### config.mk
export PLATFORM = sky130hd
export DESIGN_NAME = chemical_formula_token_counter_core
export DESIGN_NICKNAME = d
export VERILOG_FILES = /design/src/rtl/ccnt_pkg.sv /design/src/rtl/chemical_formula_token_counter_core.sv /design/src/rtl/ccnt_cell.sv /design/src/rtl/ccnt_row.sv
export VERILOG_INCLUDE_DIRS = /design/src /design/src/rtl
export SDC_FILE = /design/constraint.sdc
export NUM_CORES = 2
export LEC_CHECK = 0
export BUFFER_PORTS_ARGS = -buffer_cell sky130_fd_sc_hd__buf_2
export CORE_UTILIZATION = 60
export DETAILED_ROUTE_END_ITERATION = 8
export GPL_ROUTABILITY_DRIVEN = 0
export PLACE_DENSITY = 0.76
export SLEW_MARGIN = 20
export SYNTH_ARGS = -nofsm -noshare
export SYNTH_HDL_FRONTEND = slang
export SYNTH_HIERARCHICAL = 1
export SYNTH_SLANG_ARGS = --single-unit
### constraint.sdc
create_clock -name i_clk -period 6.8 [get_ports i_clk]
set_input_delay 0.34 -clock i_clk [delete_from_list [all_inputs] [get_ports i_clk]]
set_output_delay 0.34 -clock i_clk [all_outputs]
set_load 0.02 [all_outputs]
### src/rtl/assert_macros.svh
// Assertion macros used by the top-level RTL file
`ifndef ASSERT_MACROS_SVH
`define ASSERT_MACROS_SVH

// Same-cycle implication, disabled in reset
`define ASSERT_SAME(label, clk, rst_n, ante, cons) \
    label: assert property (@(posedge clk) disable iff (!(rst_n)) (ante) |-> (cons)) \
        else $error("assertion failed");

// Next-cycle implication, disabled in reset
`define ASSERT_NEXT(label, clk, rst_n, ante, cons) \
    label: assert property (@(posedge clk) disable iff (!(rst_n)) (ante) |=> (cons)) \
        else $error("assertion failed");

`endif

### src/rtl/ccnt_pkg.sv
// Package: types, constants and character helpers for the formula token counter
`timescale 1ns / 1ps

package ccnt_pkg;

    localparam int TABLE_DEPTH = 16;

    typedef struct packed {
        logic [7:0] ch;
        logic       last_char;
    } t_in_word;

    typedef struct packed {
        logic [15:0] symbol_code;
        logic [15:0] atom_count;
        logic        table_overflow;
        logic        last_entry;
    } t_out_word;

    typedef struct packed {
        logic        valid;
        logic [15:0] sym;
        logic [15:0] total;
    } t_entry;

    typedef struct packed {
        logic        commit;
        logic        drain;
        logic [15:0] sym;
        logic [15:0] add;
    } t_row_ctl;

    typedef struct packed {
        logic        commit;
        logic        insert_ok;
        logic        drain;
        logic [15:0] sym;
        logic [15:0] add;
    } t_cell_ctl;

    typedef struct packed {
        logic   any_match;
        logic   full;
        t_entry head;
        logic   second_valid;
    } t_row_stat;

    typedef enum logic [2:0] {
        PH_START = 3'b001,
        PH_SYM   = 3'b010,
        PH_NUM   = 3'b100
    } t_phase;

    typedef enum logic [2:0] {
        ST_RUN   = 3'b001,
        ST_FINAL = 3'b010,
        ST_DRAIN = 3'b100
    } t_state;

    localparam logic [7:0] CH_UP_A = 8'h41;
    localparam logic [7:0] CH_UP_J = 8'h4A;
    localparam logic [7:0] CH_UP_Q = 8'h51;
    localparam logic [7:0] CH_UP_Z = 8'h5A;
    localparam logic [7:0] CH_LO_A = 8'h61;
    localparam logic [7:0] CH_LO_J = 8'h6A;
    localparam logic [7:0] CH_LO_Q = 8'h71;
    localparam logic [7:0] CH_LO_U = 8'h75;
    localparam logic [7:0] CH_LO_Y = 8'h79;
    localparam logic [7:0] CH_D0   = 8'h30;
    localparam logic [7:0] CH_D9   = 8'h39;

    function automatic logic is_upper(input logic [7:0] c);
        return (c >= CH_UP_A) && (c <= CH_UP_Z) && (c != CH_UP_J) && (c != CH_UP_Q);
    endfunction

    // a..u without j and q, plus y
    function automatic logic is_lower(input logic [7:0] c);
        return ((c >= CH_LO_A) && (c <= CH_LO_U) && (c != CH_LO_J) && (c != CH_LO_Q))
            || (c == CH_LO_Y);
    endfunction

    function automatic logic is_digit(input logic [7:0] c);
        return (c >= CH_D0) && (c <= CH_D9);
    endfunction

    // coeff * 10 + digit, saturating
    function automatic logic [15:0] add_digit(input logic [15:0] coeff, input logic [7:0] c);
        logic [19:0] v;
        v = ({4'b0, coeff} << 3) + ({4'b0, coeff} << 1) + {16'b0, c[3:0]};
        return (v[19:16] != 4'b0) ? 16'hFFFF : v[15:0];
    endfunction

endpackage

### src/rtl/chemical_formula_token_counter_core.sv
// Top level: character tokeniser, sorted count row and result output register
//
//  channel  | valid   | stall   | word
//  ---------+---------+---------+---------------------------
//  input    | i_valid | o_stall | i_data (ch, last_char)
//  output   | o_valid | i_stall | o_data (symbol, count, flags)
//
// One character per cycle while tokenising. The block commits the last token in the
// cycle after the final character, then emits one entry per cycle from the head of
// the cell row, up to TABLE_DEPTH entries; input is stalled meanwhile.
// Output stall holds the result register and pauses the drain.
// Synchronous active-low reset empties the row and returns to tokenising.
`timescale 1ns / 1ps
`include "assert_macros.svh"

module chemical_formula_token_counter_core (
    input  logic                i_clk,
    input  logic                i_rst_n,
    input  logic                i_valid,
    output logic                o_stall,
    input  ccnt_pkg::t_in_word  i_data,
    output logic                o_valid,
    input  logic                i_stall,
    output ccnt_pkg::t_out_word o_data
);

    ccnt_pkg::t_state    r_state;
    ccnt_pkg::t_state    n_state;
    ccnt_pkg::t_phase    r_phase;
    ccnt_pkg::t_phase    n_phase;
    logic [15:0]         r_sym;
    logic [15:0]         n_sym;
    logic [15:0]         r_coeff;
    logic [15:0]         n_coeff;
    logic                r_digits;
    logic                n_digits;
    logic                r_overflow;
    logic                n_overflow;
    logic                r_out_valid;
    logic                n_out_valid;
    ccnt_pkg::t_out_word r_out;
    ccnt_pkg::t_out_word n_out;

    logic                w_accept;
    logic                w_commit_now;
    logic                w_load;
    ccnt_pkg::t_row_ctl  w_ctl;
    ccnt_pkg::t_row_stat w_stat;

    assign o_stall  = (r_state != ccnt_pkg::ST_RUN);
    assign w_accept = i_valid && !o_stall;
    assign w_load   = (r_state == ccnt_pkg::ST_DRAIN) && (!r_out_valid || !i_stall);

    // tokeniser
    always_comb begin
        logic w_start;
        w_start      = 1'b0;
        w_commit_now = 1'b0;
        n_phase      = r_phase;
        n_sym        = r_sym;
        n_coeff      = r_coeff;
        n_digits     = r_digits;
        if (w_accept) begin
            case (r_phase)
                ccnt_pkg::PH_SYM: begin
                    if (ccnt_pkg::is_lower(i_data.ch)) begin
                        n_sym   = {r_sym[15:8], i_data.ch};
                        n_phase = ccnt_pkg::PH_NUM;
                    end else if (ccnt_pkg::is_digit(i_data.ch)) begin
                        n_coeff  = ccnt_pkg::add_digit(r_coeff, i_data.ch);
                        n_digits = 1'b1;
                        n_phase  = ccnt_pkg::PH_NUM;
                    end else begin
                        w_commit_now = 1'b1;
                        w_start      = 1'b1;
                    end
                end
                ccnt_pkg::PH_NUM: begin
                    if (ccnt_pkg::is_digit(i_data.ch)) begin
                        n_coeff  = ccnt_pkg::add_digit(r_coeff, i_data.ch);
                        n_digits = 1'b1;
                    end else begin
                        w_commit_now = 1'b1;
                        w_start      = 1'b1;
                    end
                end
                default: begin
                    w_start = 1'b1;
                end
            endcase
            if (w_start) begin
                n_coeff  = '0;
                n_digits = 1'b0;
                if (ccnt_pkg::is_upper(i_data.ch)) begin
                    n_sym   = {i_data.ch, 8'h00};
                    n_phase = ccnt_pkg::PH_SYM;
                end else begin
                    n_sym   = '0;
                    n_phase = ccnt_pkg::PH_NUM;
                end
            end
        end else if (r_state == ccnt_pkg::ST_FINAL) begin
            n_phase  = ccnt_pkg::PH_START;
            n_sym    = '0;
            n_coeff  = '0;
            n_digits = 1'b0;
        end
    end

    assign w_ctl = '{
        commit: (w_accept && w_commit_now) || (r_state == ccnt_pkg::ST_FINAL),
        drain:  w_load,
        sym:    r_sym,
        add:    r_digits ? r_coeff : 16'd1
    };

    ccnt_row u_row (
        .i_clk   (i_clk),
        .i_rst_n (i_rst_n),
        .i_ctl   (w_ctl),
        .o_stat  (w_stat)
    );

    // sequencing and output register
    always_comb begin
        n_state     = r_state;
        n_overflow  = r_overflow || (w_ctl.commit && !w_stat.any_match && w_stat.full);
        n_out_valid = r_out_valid && i_stall;
        n_out       = r_out;
        case (r_state)
            ccnt_pkg::ST_RUN: begin
                if (w_accept && i_data.last_char) begin
                    n_state = ccnt_pkg::ST_FINAL;
                end
            end
            ccnt_pkg::ST_FINAL: begin
                n_state = ccnt_pkg::ST_DRAIN;
            end
            ccnt_pkg::ST_DRAIN: begin
                if (w_load) begin
                    n_out_valid = 1'b1;
                    n_out       = '{
                        symbol_code:    w_stat.head.sym,
                        atom_count:     w_stat.head.total,
                        table_overflow: r_overflow,
                        last_entry:     !w_stat.second_valid
                    };
                    if (!w_stat.second_valid) begin
                        n_state    = ccnt_pkg::ST_RUN;
                        n_overflow = 1'b0;
                    end
                end
            end
            default: begin
                n_state = ccnt_pkg::ST_RUN;
            end
        endcase
    end

    always_ff @(posedge i_clk) begin
        if (!i_rst_n) begin
            r_state     <= ccnt_pkg::ST_RUN;
            r_phase     <= ccnt_pkg::PH_START;
            r_sym       <= '0;
            r_coeff     <= '0;
            r_digits    <= 1'b0;
            r_overflow  <= 1'b0;
            r_out_valid <= 1'b0;
        end else begin
            r_state     <= n_state;
            r_phase     <= n_phase;
            r_sym       <= n_sym;
            r_coeff     <= n_coeff;
            r_digits    <= n_digits;
            r_overflow  <= n_overflow;
            r_out_valid <= n_out_valid;
        end
    end

    always_ff @(posedge i_clk) begin
        r_out <= n_out;
    end

    assign o_valid = r_out_valid;
    assign o_data  = r_out;

    `ASSERT_NEXT(a_last_goes_final, i_clk, i_rst_n, w_accept && i_data.last_char, r_state == ccnt_pkg::ST_FINAL)
    `ASSERT_SAME(a_drain_nonempty, i_clk, i_rst_n, r_state == ccnt_pkg::ST_DRAIN, w_stat.head.valid)
    `ASSERT_NEXT(a_last_entry_ends, i_clk, i_rst_n, w_load && !w_stat.second_valid, r_state == ccnt_pkg::ST_RUN && !r_overflow)

endmodule

### src/rtl/ccnt_cell.sv
// One cell of the sorted symbol table: holds an entry, inserts, accumulates, shifts
`timescale 1ns / 1ps

module ccnt_cell (
    input  logic                i_clk,
    input  logic                i_rst_n,
    input  ccnt_pkg::t_cell_ctl i_ctl,
    input  ccnt_pkg::t_entry    i_prev,
    input  logic                i_prev_gt,
    input  ccnt_pkg::t_entry    i_next,
    output ccnt_pkg::t_entry    o_entry,
    output logic                o_gt,
    output logic                o_match
);

    logic        r_valid;
    logic [15:0] r_sym;
    logic [15:0] r_total;
    logic        n_valid;
    logic [15:0] n_sym;
    logic [15:0] n_total;
    logic [16:0] w_sum;

    assign o_entry = '{valid: r_valid, sym: r_sym, total: r_total};
    assign o_gt    = !r_valid || (r_sym > i_ctl.sym);
    assign o_match = r_valid && (r_sym == i_ctl.sym);
    assign w_sum   = {1'b0, r_total} + {1'b0, i_ctl.add};

    always_comb begin
        n_valid = r_valid;
        n_sym   = r_sym;
        n_total = r_total;
        if (i_ctl.drain) begin
            n_valid = i_next.valid;
            n_sym   = i_next.sym;
            n_total = i_next.total;
        end else if (i_ctl.commit) begin
            if (o_match) begin
                n_total = w_sum[16] ? 16'hFFFF : w_sum[15:0];
            end else if (i_ctl.insert_ok) begin
                if (i_prev_gt) begin
                    n_valid = i_prev.valid;
                    n_sym   = i_prev.sym;
                    n_total = i_prev.total;
                end else if (o_gt) begin
                    n_valid = 1'b1;
                    n_sym   = i_ctl.sym;
                    n_total = i_ctl.add;
                end
            end
        end
    end

    always_ff @(posedge i_clk) begin
        if (!i_rst_n) begin
            r_valid <= 1'b0;
        end else begin
            r_valid <= n_valid;
        end
    end

    always_ff @(posedge i_clk) begin
        r_sym   <= n_sym;
        r_total <= n_total;
    end

endmodule

### src/rtl/ccnt_row.sv
// Row of table cells kept in ascending symbol order
`timescale 1ns / 1ps

module ccnt_row (
    input  logic                i_clk,
    input  logic                i_rst_n,
    input  ccnt_pkg::t_row_ctl  i_ctl,
    output ccnt_pkg::t_row_stat o_stat
);

    localparam int D = ccnt_pkg::TABLE_DEPTH;

    ccnt_pkg::t_entry    w_entry [D];
    logic [D-1:0]        w_gt;
    logic [D-1:0]        w_match;
    ccnt_pkg::t_cell_ctl w_cell_ctl;
    logic                w_any_match;
    logic                w_full;

    assign w_any_match = |w_match;
    assign w_full      = w_entry[D-1].valid;

    assign w_cell_ctl = '{
        commit:    i_ctl.commit,
        insert_ok: i_ctl.commit && !w_any_match && !w_full,
        drain:     i_ctl.drain,
        sym:       i_ctl.sym,
        add:       i_ctl.add
    };

    for (genvar k = 0; k < D; k++) begin : g_cell
        ccnt_pkg::t_entry w_prev;
        ccnt_pkg::t_entry w_next;
        logic             w_prev_gt;

        if (k == 0) begin : g_first
            assign w_prev    = '0;
            assign w_prev_gt = 1'b0;
        end else begin : g_mid
            assign w_prev    = w_entry[k-1];
            assign w_prev_gt = w_gt[k-1];
        end

        if (k == D - 1) begin : g_last
            assign w_next = '0;
        end else begin : g_inner
            assign w_next = w_entry[k+1];
        end

        ccnt_cell u_cell (
            .i_clk     (i_clk),
            .i_rst_n   (i_rst_n),
            .i_ctl     (w_cell_ctl),
            .i_prev    (w_prev),
            .i_prev_gt (w_prev_gt),
            .i_next    (w_next),
            .o_entry   (w_entry[k]),
            .o_gt      (w_gt[k]),
            .o_match   (w_match[k])
        );
    end

    assign o_stat = '{
        any_match:    w_any_match,
        full:         w_full,
        head:         w_entry[0],
        second_valid: w_entry[1].valid
    };

endmodule
==> flow_summary.json <==
{
  "outcome": "completed",
  "maxSlewHeadroom_pct": 15.7,
  "crit_family": "simple AND/OR/NAND/NOR gates",
  "setup_violations": 0,
  "cts.repair.resized": 0,
  "avgSynthCellArea_um2": 9.11,
  "htree_levels": 3,
  "regArea_um2": 17500,
  "setup.worst_path.start": "r_sym[10]",
  "ctsLongestPathBuffers": 3,
  "yosys_warnings": 6,
  "first_pass_iters": 6,
  "die_w_um": 300,
  "cts.sinks": 603,
  "seqPwrFrac_pct": 48.3,
  "clockRootBuffer": "clkbuf_16",
  "die-area_um2": 90100,
  "grtUsageTotal_pct": 36.0,
  "drv_slew": 0,
  "reg2reg_from": "r_sym[10]",
  "layout-drive-gt1-share_pct": 7.90,
  "grt_pass1_wl_mm": 255,
  "initial_core_util_pct": 60.5,
  "cpMostUsedCell": "inv_1",
  "grt-ovfl-total": 0,
  "clock_latency_ns": 0.66,
  "final_util_pct": 65.1,
  "worst_hold_slack_ns": 0.0724,
  "skew_ns": 0.0402,
  "antenna_found_initial": 4,
  "switching_share_pct": 21.8,
  "start_kind": "register",
  "rsz0062_at_grt": "false",
  "drc": 0,
  "fmax_ghz": 0.180,
  "layout.cells.non_filler": 7069,
  "syn_area_um2": 53400,
  "clockPowerShare_pct": 49.9,
  "path_cells": "buf_4 -> inv_1 -> ha_1 -> nand4_1 -> nor4_2 -> nand2_1 -> inv_1 -> nor4_1 -> nand4_1 -> nor3b_2 -> buf_4 -> inv_1 -> a41oi_1 -> o21ai_0 -> nand2b_1",
  "cts.clk_slew.worst_paths_ns": 0.06,
  "critical-path-max-stage-delay_ns": 0.95,
  "area_growth_pct": 7.59,
  "p_leak_uw": 0.0249,
  "final_cell_mix": "nand2_1, a21oi_1, edfxtp_1",
  "hold_path_class": "primary input to register",
  "dieHeight_um": 300,
  "worst_ep_required_time_ns": 7.06,
  "fin_tns_setup_ns": 0,
  "p_per_area_nw_per_um2": 145,
  "nFillCells": 7124,
  "path_class": "register to register",
  "dp_hpwl_mm": 120,
  "cts_tree": "done",
  "rows": 109,
  "dp_cells": 6927,
  "tightest_slew_ns": 1.26,
  "max_cap_violations": 0,
  "hold_viol_final": 0,
  "fin_crit_sh_pct": 81.5,
  "grt_pass1_vias": 45500,
  "io_pins": 49,
  "drtIter0Drc": 5046,
  "critPathArrivalTime_ns": 5.81,
  "hp-start": "i_data[3]",
  "coreArea_um2": 88200,
  "vias_per_cell": 6.70,
  "p_int_uw": 6490,
  "endpoint_kind": "register",
  "crit_slowest_cell": "dfxtp_1",
  "critPathBufInv": 5,
  "crit_fanout": 21,
  "routed_wl_mm": 166,
  "ant_nets": 0,
  "layout_commonest_cell": "nand2_1",
  "power_switching_uw": 1810,
  "vias": 47300,
  "ir_worst_vdd_uv": 222,
  "avgRoutedWirePerCell_um": 23.5,
  "numPortBuffers": 48,
  "min_period_ns": 5.54,
  "grt_max_degree": 212,
  "syn_inst": 5856,
  "multi_input_area_um2": 33600,
  "combPwrFrac_pct": 1.8,
  "layout.nets": 6415,
  "reg2reg_slack_ns": 1.26,
  "cts_buffers": 74
}
-- repair_timing --
action                                 4_1_cts  5_1_grt
setup endpoints to repair                    0        0
endpoints found under the hold margin        2        0
hold buffers                                 3        0
setup buffers                                0        0
-- metrics by stage --
step	worst slack, ns	instance area (um^2)	power, uW
after floorplan	2.33	53600	4180
after global placement	1.64	54900	4220
after detailed placement	1.49	54900	4230
after CTS	1.47	57400	8310
after global routing	1.06	57400	8470
final	1.26	57400	8300
-- power groups by stage --
stage          registers, uW  clock network [uW]  logic (uW)
2_1_floorplan           4080                   0         104
3_3_place_gp            4080                   0         138
3_5_place_dp            4080                   0         143
4_1_cts                 4010                4160         145
5_1_grt                 4000                4300         166
6_report                4010                4150         150
-- worst register-to-register path, stage by stage (launching register included) --
cell and delay [ns]:
dfxtp_1 0.95, buf_4 0.28, inv_1 0.05, ha_1 0.30
nand4_1 0.15, nor4_2 0.11, nand2_1 0.40, inv_1 0.35
nor4_1 0.72, nand4_1 0.26, nor3b_2 0.25, buf_4 0.25
inv_1 0.07, a41oi_1 0.25, o21ai_0 0.12, nand2b_1 0.64
-- worst paths after layout --
| check | to | cells past startpoint |
|---|---|---|
| setup / recovery | u_row/g_cell[15].u_cell/r_total[11] | 15 |
| hold / removal | r_sym[2] | 2 |
| setup reg to reg | u_row/g_cell[15].u_cell/r_total[11] | 15 |
| hold reg to reg | o_data[1] | 0 |
-- flip-flops by register name, indices dropped and copies added, names as in the netlist --
signal,cells
o_valid,1
u_row/g_cell.u_cell/r_total,256
r_phase,3
r_state,3
u_row/g_cell.u_cell/r_valid,16
o_data,34
r_coeff,16
r_overflow,1
u_row/g_cell.u_cell/r_sym,256
r_sym,16
r_digits,1
-- routing by layer --
metal | share of wire (%) | wire (um) | GRT usage [%]
met4 | 5.8 | 9680 | 19.5
met5 | 0.0048 | 8 | 0
met3 | 9.8 | 16200 | 6.66
met2 | 46 | 75600 | 57.9
met1 | 39 | 64500 | 45.8
-- cell type report --
class,instances,area share (%)
multi-input combinational,4657,58.5
sequential,603,30.5
clock buffer,96,3.56
tap,1165,2.54
inverter,379,2.50
timing repair buffer,126,1.56
clock inverter,40,0.821
antenna,3,0.0131
Note: power is estimated with default switching activity, not from simulation.
